<file path="config.mk">
export PLATFORM = sky130hd
export DESIGN_NAME = rsve_iter
export DESIGN_NICKNAME = d
export VERILOG_FILES = /design/src/sv/rsve_pkg.sv /design/src/sv/rsve_iter.sv
export SDC_FILE = /design/constraint.sdc
export NUM_CORES = 2
export LEC_CHECK = 0
export BUFFER_PORTS_ARGS = -buffer_cell sky130_fd_sc_hd__buf_4
export CORE_MARGIN = 2
export CORE_UTILIZATION = 55
export CTS_CLUSTER_SIZE = 40
export DETAILED_ROUTE_END_ITERATION = 16
export PLACE_DENSITY = 0.75
export REMOVE_ABC_BUFFERS = 1
export SETUP_SLACK_MARGIN = 0.5
export SYNTH_ARGS = -nofsm -noshare
export SYNTH_HDL_FRONTEND = slang
export SYNTH_SLANG_ARGS = --single-unit
</file>
<file path="constraint.sdc">
create_clock -name clk -period 8.4 [get_ports clk]
set_input_delay 1.68 -clock clk [delete_from_list [all_inputs] [get_ports clk]]
set_output_delay 1.68 -clock clk [all_outputs]
set_load 0.05 [all_outputs]
</file>
<file path="src/sv/rsve_pkg.sv">
// ----------------------------------------------------------------------------
// rsve_pkg: shared types and constants of the ribbon vertex expander
// Operation codes and request/response bundles of the shared iterative unit,
// and configuration register indexes.
// ----------------------------------------------------------------------------
package rsve_pkg;

	// configuration register indexes
	localparam logic [7:0] REG_CAMERA_X    = 8'd0;
	localparam logic [7:0] REG_CAMERA_Y    = 8'd1;
	localparam logic [7:0] REG_CAMERA_Z    = 8'd2;
	localparam logic [7:0] REG_POINT_COUNT = 8'd3;

	// operations of the shared unit
	typedef enum logic [1:0] {
		OP_MUL      = 2'd0,
		OP_DIV_NORM = 2'd1,
		OP_DIV_INT  = 2'd2,
		OP_SQRT     = 2'd3
	} iter_op_t;

	// request from the sequencer
	typedef struct packed {
		logic        start;
		iter_op_t    op;
		logic [63:0] opa;
		logic [31:0] opb;
	} iter_req_t;

	// response to the sequencer
	typedef struct packed {
		logic        done;
		logic [63:0] res;
	} iter_rsp_t;

endpackage

</file>
<file path="src/sv/rsve_iter.sv">
// ----------------------------------------------------------------------------
// rsve_iter: shared arithmetic unit
// One signed 32x32 multiply, a radix-2 restoring divider with a 32-bit
// quotient, and a bitwise integer square root of a 64-bit value.
// ----------------------------------------------------------------------------
module rsve_iter (
	input  logic                clk,
	input  logic                arst_n,
	input  rsve_pkg::iter_req_t req,
	output rsve_pkg::iter_rsp_t rsp
);

	logic                busy_q;
	logic                done_q;
	logic [5:0]          steps_q;
	rsve_pkg::iter_op_t  op_q;
	logic [63:0]         s_q;
	logic [63:0]         r_q;
	logic [63:0]         b_q;
	logic [31:0]         q_q;
	logic [31:0]         div_q;

	// divider step
	logic [32:0] rem2;
	logic        dge;
	logic [32:0] rem_sub;
	logic [31:0] rem_n;
	assign rem2    = {s_q[31:0], q_q[31]};
	assign dge     = rem2 >= {1'b0, div_q};
	assign rem_sub = rem2 - {1'b0, div_q};
	assign rem_n   = dge ? rem_sub[31:0] : rem2[31:0];

	// square root step
	logic [63:0] sq_t;
	logic        sge;
	assign sq_t = r_q + b_q;
	assign sge  = s_q >= sq_t;

	// signed product
	logic signed [63:0] prod;
	assign prod = $signed(req.opa[31:0]) * $signed(req.opb);

	// control and datapath registers
	always_ff @(posedge clk or negedge arst_n) begin
		if (!arst_n) begin
			busy_q  <= 1'b0;
			done_q  <= 1'b0;
			steps_q <= '0;
			op_q    <= rsve_pkg::OP_MUL;
		end else begin
			done_q <= 1'b0;
			if (req.start) begin
				op_q <= req.op;
				case (req.op)
					rsve_pkg::OP_MUL: begin
						done_q <= 1'b1;
					end
					rsve_pkg::OP_DIV_NORM: begin
						busy_q  <= 1'b1;
						steps_q <= 6'd31;
					end
					rsve_pkg::OP_DIV_INT: begin
						busy_q  <= 1'b1;
						steps_q <= 6'd27;
					end
					default: begin
						busy_q  <= 1'b1;
						steps_q <= 6'd32;
					end
				endcase
			end else if (busy_q) begin
				steps_q <= steps_q - 6'd1;
				if (steps_q == 6'd1) begin
					busy_q <= 1'b0;
					done_q <= 1'b1;
				end
			end
		end
	end

	always_ff @(posedge clk) begin
		if (req.start) begin
			div_q <= req.opb;
			case (req.op)
				rsve_pkg::OP_MUL: begin
					r_q <= prod;
				end
				rsve_pkg::OP_DIV_NORM: begin
					s_q <= {34'b0, req.opa[30:1]};
					q_q <= {req.opa[0], 31'b0};
				end
				rsve_pkg::OP_DIV_INT: begin
					s_q <= '0;
					q_q <= {req.opa[26:0], 5'b0};
				end
				default: begin
					s_q <= req.opa;
					r_q <= '0;
					b_q <= 64'h4000_0000_0000_0000;
				end
			endcase
		end else if (busy_q) begin
			if (op_q == rsve_pkg::OP_SQRT) begin
				s_q <= sge ? s_q - sq_t : s_q;
				r_q <= sge ? (r_q >> 1) + b_q : r_q >> 1;
				b_q <= b_q >> 2;
			end else begin
				s_q <= {32'b0, rem_n};
				q_q <= {q_q[30:0], dge};
			end
		end
	end

	assign rsp.done = done_q;
	assign rsp.res  = (op_q == rsve_pkg::OP_DIV_NORM || op_q == rsve_pkg::OP_DIV_INT)
		? {32'b0, q_q} : r_q;

endmodule
</file>
* Word level (Yosys, flattened, before mapping)
Cells that the tools add are included.
** Word-level totals
- Register bits after elaboration :: 266
- Word-level logic and storage cells :: 71
- Bits of input ports :: 101
- Output and inout port bits :: 65
** Operators by class
- Mux-type cells :: 31
- Equal/unequal tests :: 12
- Add/subtract/negate cells :: 5
- $lt $le $gt $ge :: 2
- Reduce and logical (&&, ||, !) cells :: 11
- $mul :: 1
** Operators by type and width (count)
- 64-bit 2-to-1 mux :: 13
- 64-bit one-hot mux with 3 select lines :: 1
- 32-bit 2-to-1 mux :: 4
- 64-bit one-hot mux with 2 select lines :: 1
- 63-bit by 64-bit adder with 64-bit output :: 1
- 64-bit adder :: 1
- 64-bit >= comparator :: 1
- 32-bit by 32-bit multiplier with 64-bit output :: 1
- 32-bit one-hot mux with 2 select lines :: 1
- 64-bit subtractor :: 1
- 33-bit by 32-bit >= comparator with 1-bit output :: 1
- 32-bit subtractor :: 1
- 6-bit one-hot mux with 3 select lines :: 1
- 6-bit 2-to-1 mux :: 2
- 3-bit AND reduction :: 4
- 1-bit 2-to-1 mux :: 8
- 2-bit != test, second input constant :: 4
- 2-bit == test, second input constant :: 3
- 6-bit by 1-bit == test with 1-bit output, second input constant :: 1
- 6-bit by 1-bit subtractor with 6-bit output, second input constant :: 1
- 2-bit by 1-bit == test with 1-bit output, second input constant :: 2
- 2-bit nonzero test :: 2
- 3-bit by 1-bit != test with 1-bit output, second input constant :: 1
- 3-bit != test, second input constant :: 1
- other kinds (5) :: 5

* Depth between registers and ports, before layout
- Depth in word-level cells :: 6
- Gate-level depth with buffers :: 30

* Least setup slack after synthesis
OpenSTA, ideal clock, no wires.
- Kind :: input to register
- From :: input port req[2] (netlist bit)
- To :: register r_q[61], data pin
- Slack :: -0.815 ns
- Data required time :: 8.252 ns
- Arrival :: 9.066 ns
- Stages :: 26
- Cell sequence :: clkbuf_1 > nand2_1 > inv_1 > fa_1 > fa_1 > fa_1 > fa_1 > inv_1 > fa_1 > inv_1 > fa_1 > inv_1 > fa_1 > inv_1 > fa_1 > ha_1 > a21o_1 > a21o_1 > a21oi_1 > nand2_1 > or3_1 > a31oi_4 > o21bai_1 > a21oi_1 > mux2i_1 > a2bb2oi_1
** Between the ends
- Cells in the longest elaborated chain, start to end :: 3
** RTL lines
- start, declared :: line rsve_iter.sv:9 : input rsve_pkg::iter_req_t req,
- 32-bit by 32-bit multiplier with 64-bit output :: line rsve_iter.sv:41 : assign prod = $signed(req.opa[31:0]) * $signed(req.opb);
- 64-bit one-hot mux with 2 select lines :: line rsve_iter.sv:84 : case (req.op)
- 64-bit 2-to-1 mux :: line rsve_iter.sv:82 : if (req.start) begin
- end signal, assigned :: line rsve_iter.sv:86 : r_q <= prod;
- end signal, assigned :: line rsve_iter.sv:105 : r_q <= sge ? (r_q >> 1) + b_q : r_q >> 1;
- end, declared :: line rsve_iter.sv:18 : logic [63:0] r_q;
Every way passes these cells.
A chain may end at the register's enable or synchronous reset.

* Worst setup path in the final report
- From :: input port req[48] (netlist bit)
- To :: register r_q[62], data pin
The elaborated chain is that of the path after synthesis.

==> metrics.md <==
| Metric | Value |
|---|---|
| Largest family of logic cells by synthesized area | `adder cells` |
| Placed cell area | `61,800 um2` |
| Library cells used by synthesis | `107` |
| Number of flops mapped to enable cells by yosys | `224` |
| Busiest layer in global routing | `met2` |
| Critical path arrival | `8830 ps` |
| Root Buffer | `clkbuf_16` |
| RSZ-0062 raised after global routing | `true` |
| I/O Buffers | `165` |
| Hold path cells | `1` |
| Worst-case clock buffer depth | `3` |
| Row Count | `117` |
| I/O pins | `166` |
| Fillers | `8,097` |
| Initial antenna violation count | `10` |
| CTS tree | `yes` |
| FF+latch count, synth | `234` |
| Hold path start | `op_q[1]$_DFFE_PN0P_` |
| Met1 Use GR | `0.440` |
| Vias in the first global route | `48,376` |
| CP Launch Type | `input port` |
| Slew Viols, Final | `0` |
| CP Capture Type | `flop` |
| Largest cells by area after synthesis | `fa_1 39%, edfxtp_1 12%, ha_1 7.9%` |
| CTS H-tree depth | `1` |
| CTS clk-pin slew, worst paths | `60 ps` |
| R2R depth | `23` |
| Adder and majority gate portion of the synthesized area | `0.465` |
| CTS Buf Count | `28` |
| Fmax | `119 MHz` |
| Final core utilization | `0.645` |
| Share of the yosys chip area belonging to registers | `0.124` |
| DP Wirelength | `139,000 um` |
| Data required, critical path | `8820 ps` |
| Compound-Gate Fraction of Synth Area | `0.106` |
| Critical R2R Capture | `s_q[52]$_DFFE_PP_` |
| Die area | `105,000 um2` |
| Antenna viol nets, final | `0` |
| Synthesized area per cell | `9.27 um2` |
| Sinks on the clock net | `234` |
| Post-synth ARST share | `0.0427` |
| Slew @ Worst Pin | `1130 ps` |
| M3 GR Usage | `0.0747` |
| Die X-Extent | `324 um` |
| Worst-path fanout max | `7` |
| Failing checks | `setup timing` |
| Cell Area, Synth | `56,200 um2` |
| Reg2reg start | `r_q[10]$_DFFE_PP_` |
| First-pass GRT wire length | `270,000 um` |
| Mapped Cells | `6,066` |
| Final Hold Viols | `0` |
| Hold path endpoint | `op_q[1]$_DFFE_PN0P_` |
| Largest net degree at the start of global routing | `107` |
| Xor and xnor area share after synthesis | `0.0432` |
| Crit Path Category | `in -> reg` |
| Via-to-Cell Ratio | `5.84` |
| Yosys top cell area share | `0.386` |
| Core ar. | `102,000 um2` |
| Fin area | `65,500 um2` |
| Min setup slack post-route | `-4.80 ps` |
| Post-synth top flop | `edfxtp_1` |
| Footprint of the multi-input gates | `45,300 um2` |
| Drt drc | `0` |
| Hold slack final | `527 ps` |
| GP Congestion | `0.985` |
| Reg area | `6980 um2` |
| Area delta synth->final | `16.5%` |
| Initial DRC count | `4,237` |
| Post-synthesis mux area share | `0.0121` |
| Hold crit path type | `reg -> reg` |
| Starting Density | `0.553` |
| Slew HR | `0.248` |
| Max-cap violations | `0` |
| All-Layer GR Usage | `0.337` |
| Hold buffers post-CTS | `0` |
| Status | `finished with violations` |
| Fraction of layout cells with a size suffix above 1 | `0.164` |
| Grt ovf | `0` |
| Clk_skew | `10.3 ps` |
| Flop2flop setup slack | `960 ps` |
| DR pass1 iterations | `8` |
| Simple-gate share of the synthesized area | `0.157` |
| Largest area contributor in the netlist | `fa_1` |
| # setup viols final | `1` |
| Final #Nets | `8,010` |
| Vias | `45,898` |
| Drt wl/cell | `22.1 um` |
| Fin crit share | `1.00` |
| Synth Warn # | `0` |
| DRT Wirelength | `174,000 um` |
| Worst skew pair latency | `580 ps` |
| Die height | `324 um` |
| Grt met2 use | `0.544` |
| Fin crit period | `8400 ps` |
==> state kept, by name, summed over array words and instances (netlist names) <==
signal / count
r_q: 64
s_q: 64
b_q: 32
div_q: 32
q_q: 32
steps_q: 6
op_q: 2
busy_q: 1
done_q: 1
==> what timing repair did <==
action,in CTS,in global routing
cloned,9,1
pin swaps,145,68
resized for setup,309,124
setup buffers,44,20
setup endpoints to repair,37,42
==> synthesized netlist by cell type (46+ instances only) <==
| cell | n |
|---|---|
| fa_1 | 1084 |
| inv_1 | 1049 |
| nand2_1 | 685 |
| and2_1 | 523 |
| ha_1 | 354 |
| clkbuf_1 | 294 |
| o21ai_0 | 227 |
| edfxtp_1 | 224 |
| a21oi_1 | 223 |
| nor2_1 | 198 |
| xnor2_1 | 163 |
| xor2_1 | 114 |
| nor2b_1 | 107 |
| a21o_1 | 85 |
| nand3_1 | 68 |
| a31oi_1 | 62 |
| nand4_1 | 48 |
| o22ai_1 | 46 |
==> how the worst max path moves through the flow <==
stage	from	end	slack (ps)	cells past startpoint
floorplan	r_q[4]$_DFFE_PP_	s_q[0]$_DFFE_PP_	-1790	23
global placement	req[5]	r_q[61]$_DFFE_PP_	-730	25
detailed placement	req[5]	r_q[61]$_DFFE_PP_	-890	25
CTS	req[7]	r_q[62]$_DFFE_PP_	60	25
global route	req[45]	r_q[62]$_DFFE_PP_	-150	25
finish	req[48]	r_q[62]$_DFFE_PP_	-5	25
==> metrics by stage <==
stage,cells,setup WS (ps),TNS [ps]
6_report,7863,-4.80,-4.80
5_1_grt,7861,-147,-868
4_1_cts,7840,56.7,0
3_5_place_dp,7735,-888,-20850
3_3_place_gp,7735,-726,-17260
2_1_floorplan,5742,-1790,-118790
==> cell usage in the layout, fill, tap and decap left out, types with 26 or more instances in the layout <==
| cell type | n |
|---|---|
| o21ai_0 | 208 |
| inv_1 | 1030 |
| ha_1 | 327 |
| nand4_1 | 48 |
| fa_2 | 50 |
| nand3_1 | 65 |
| nand2b_1 | 32 |
| edfxtp_1 | 224 |
| a31oi_1 | 58 |
| a21o_1 | 84 |
| nand2_1 | 671 |
| a21oi_2 | 26 |
| mux2_2 | 35 |
| a21oi_1 | 195 |
| o21bai_1 | 32 |
| nor2_1 | 193 |
| buf_12 | 51 |
| nor2b_1 | 106 |
| xor2_1 | 110 |
| and3_1 | 26 |
| o22ai_1 | 46 |
| mux2i_1 | 26 |
| and2_1 | 500 |
| fa_1 | 1034 |
| clkbuf_16 | 30 |
| xnor2_1 | 153 |
| buf_4 | 553 |
| buf_6 | 64 |
==> logic make-up (layout without fill, tap and decap cells) <==
logic type / count (synthesis) / after routing
buffers and inverters: 1374 / 1801
DFF: 234 / 234
AOI/OAI and AO/OA: 911 / 911
and+or+nand+nor: 1769 / 1769
other: 0 / 2
muxes: 63 / 63
adders and majority gates: 1438 / 1438
xor gates and xnor gates: 277 / 277
==> layer usage <==
metal / share of wire / vias to the layer above
met5: 0.00033 / -
met4: 0.049 / 10
met2: 0.46 / 2269
met3: 0.10 / 475
li1: - / 20007
met1: 0.39 / 23137
==> critical path, cell delays in order <==
cell	delay [ps]
buf_12	130
and2_4	160
fa_2	560
fa_2	440
fa_1	520
inv_2	40
fa_1	480
inv_1	50
fa_1	450
fa_2	550
fa_1	450
fa_2	620
ha_4	210
and3_4	180
and3_4	180
a311o_1	340
a2111o_1	290
o21ai_1	140
buf_4	160
a21o_4	140
o21ai_4	70
a221o_1	390
a21oi_2	190
mux2_4	310
o211ai_1	80
==> layout make-up <==
cell class,instances,share of cell area
multi-input cells,4458,0.691
flip-flops and latches,234,0.107
repair buffers,699,0.100
inverters,1050,0.0602
well taps,1368,0.0261
clock buffers,36,0.0118
clock inverters,16,0.00361
diodes,2,0.0000764
Power is left out: the tool's default activity adds up to more than one toggle a clock period on the data nets, which glitch-free logic cannot reach.
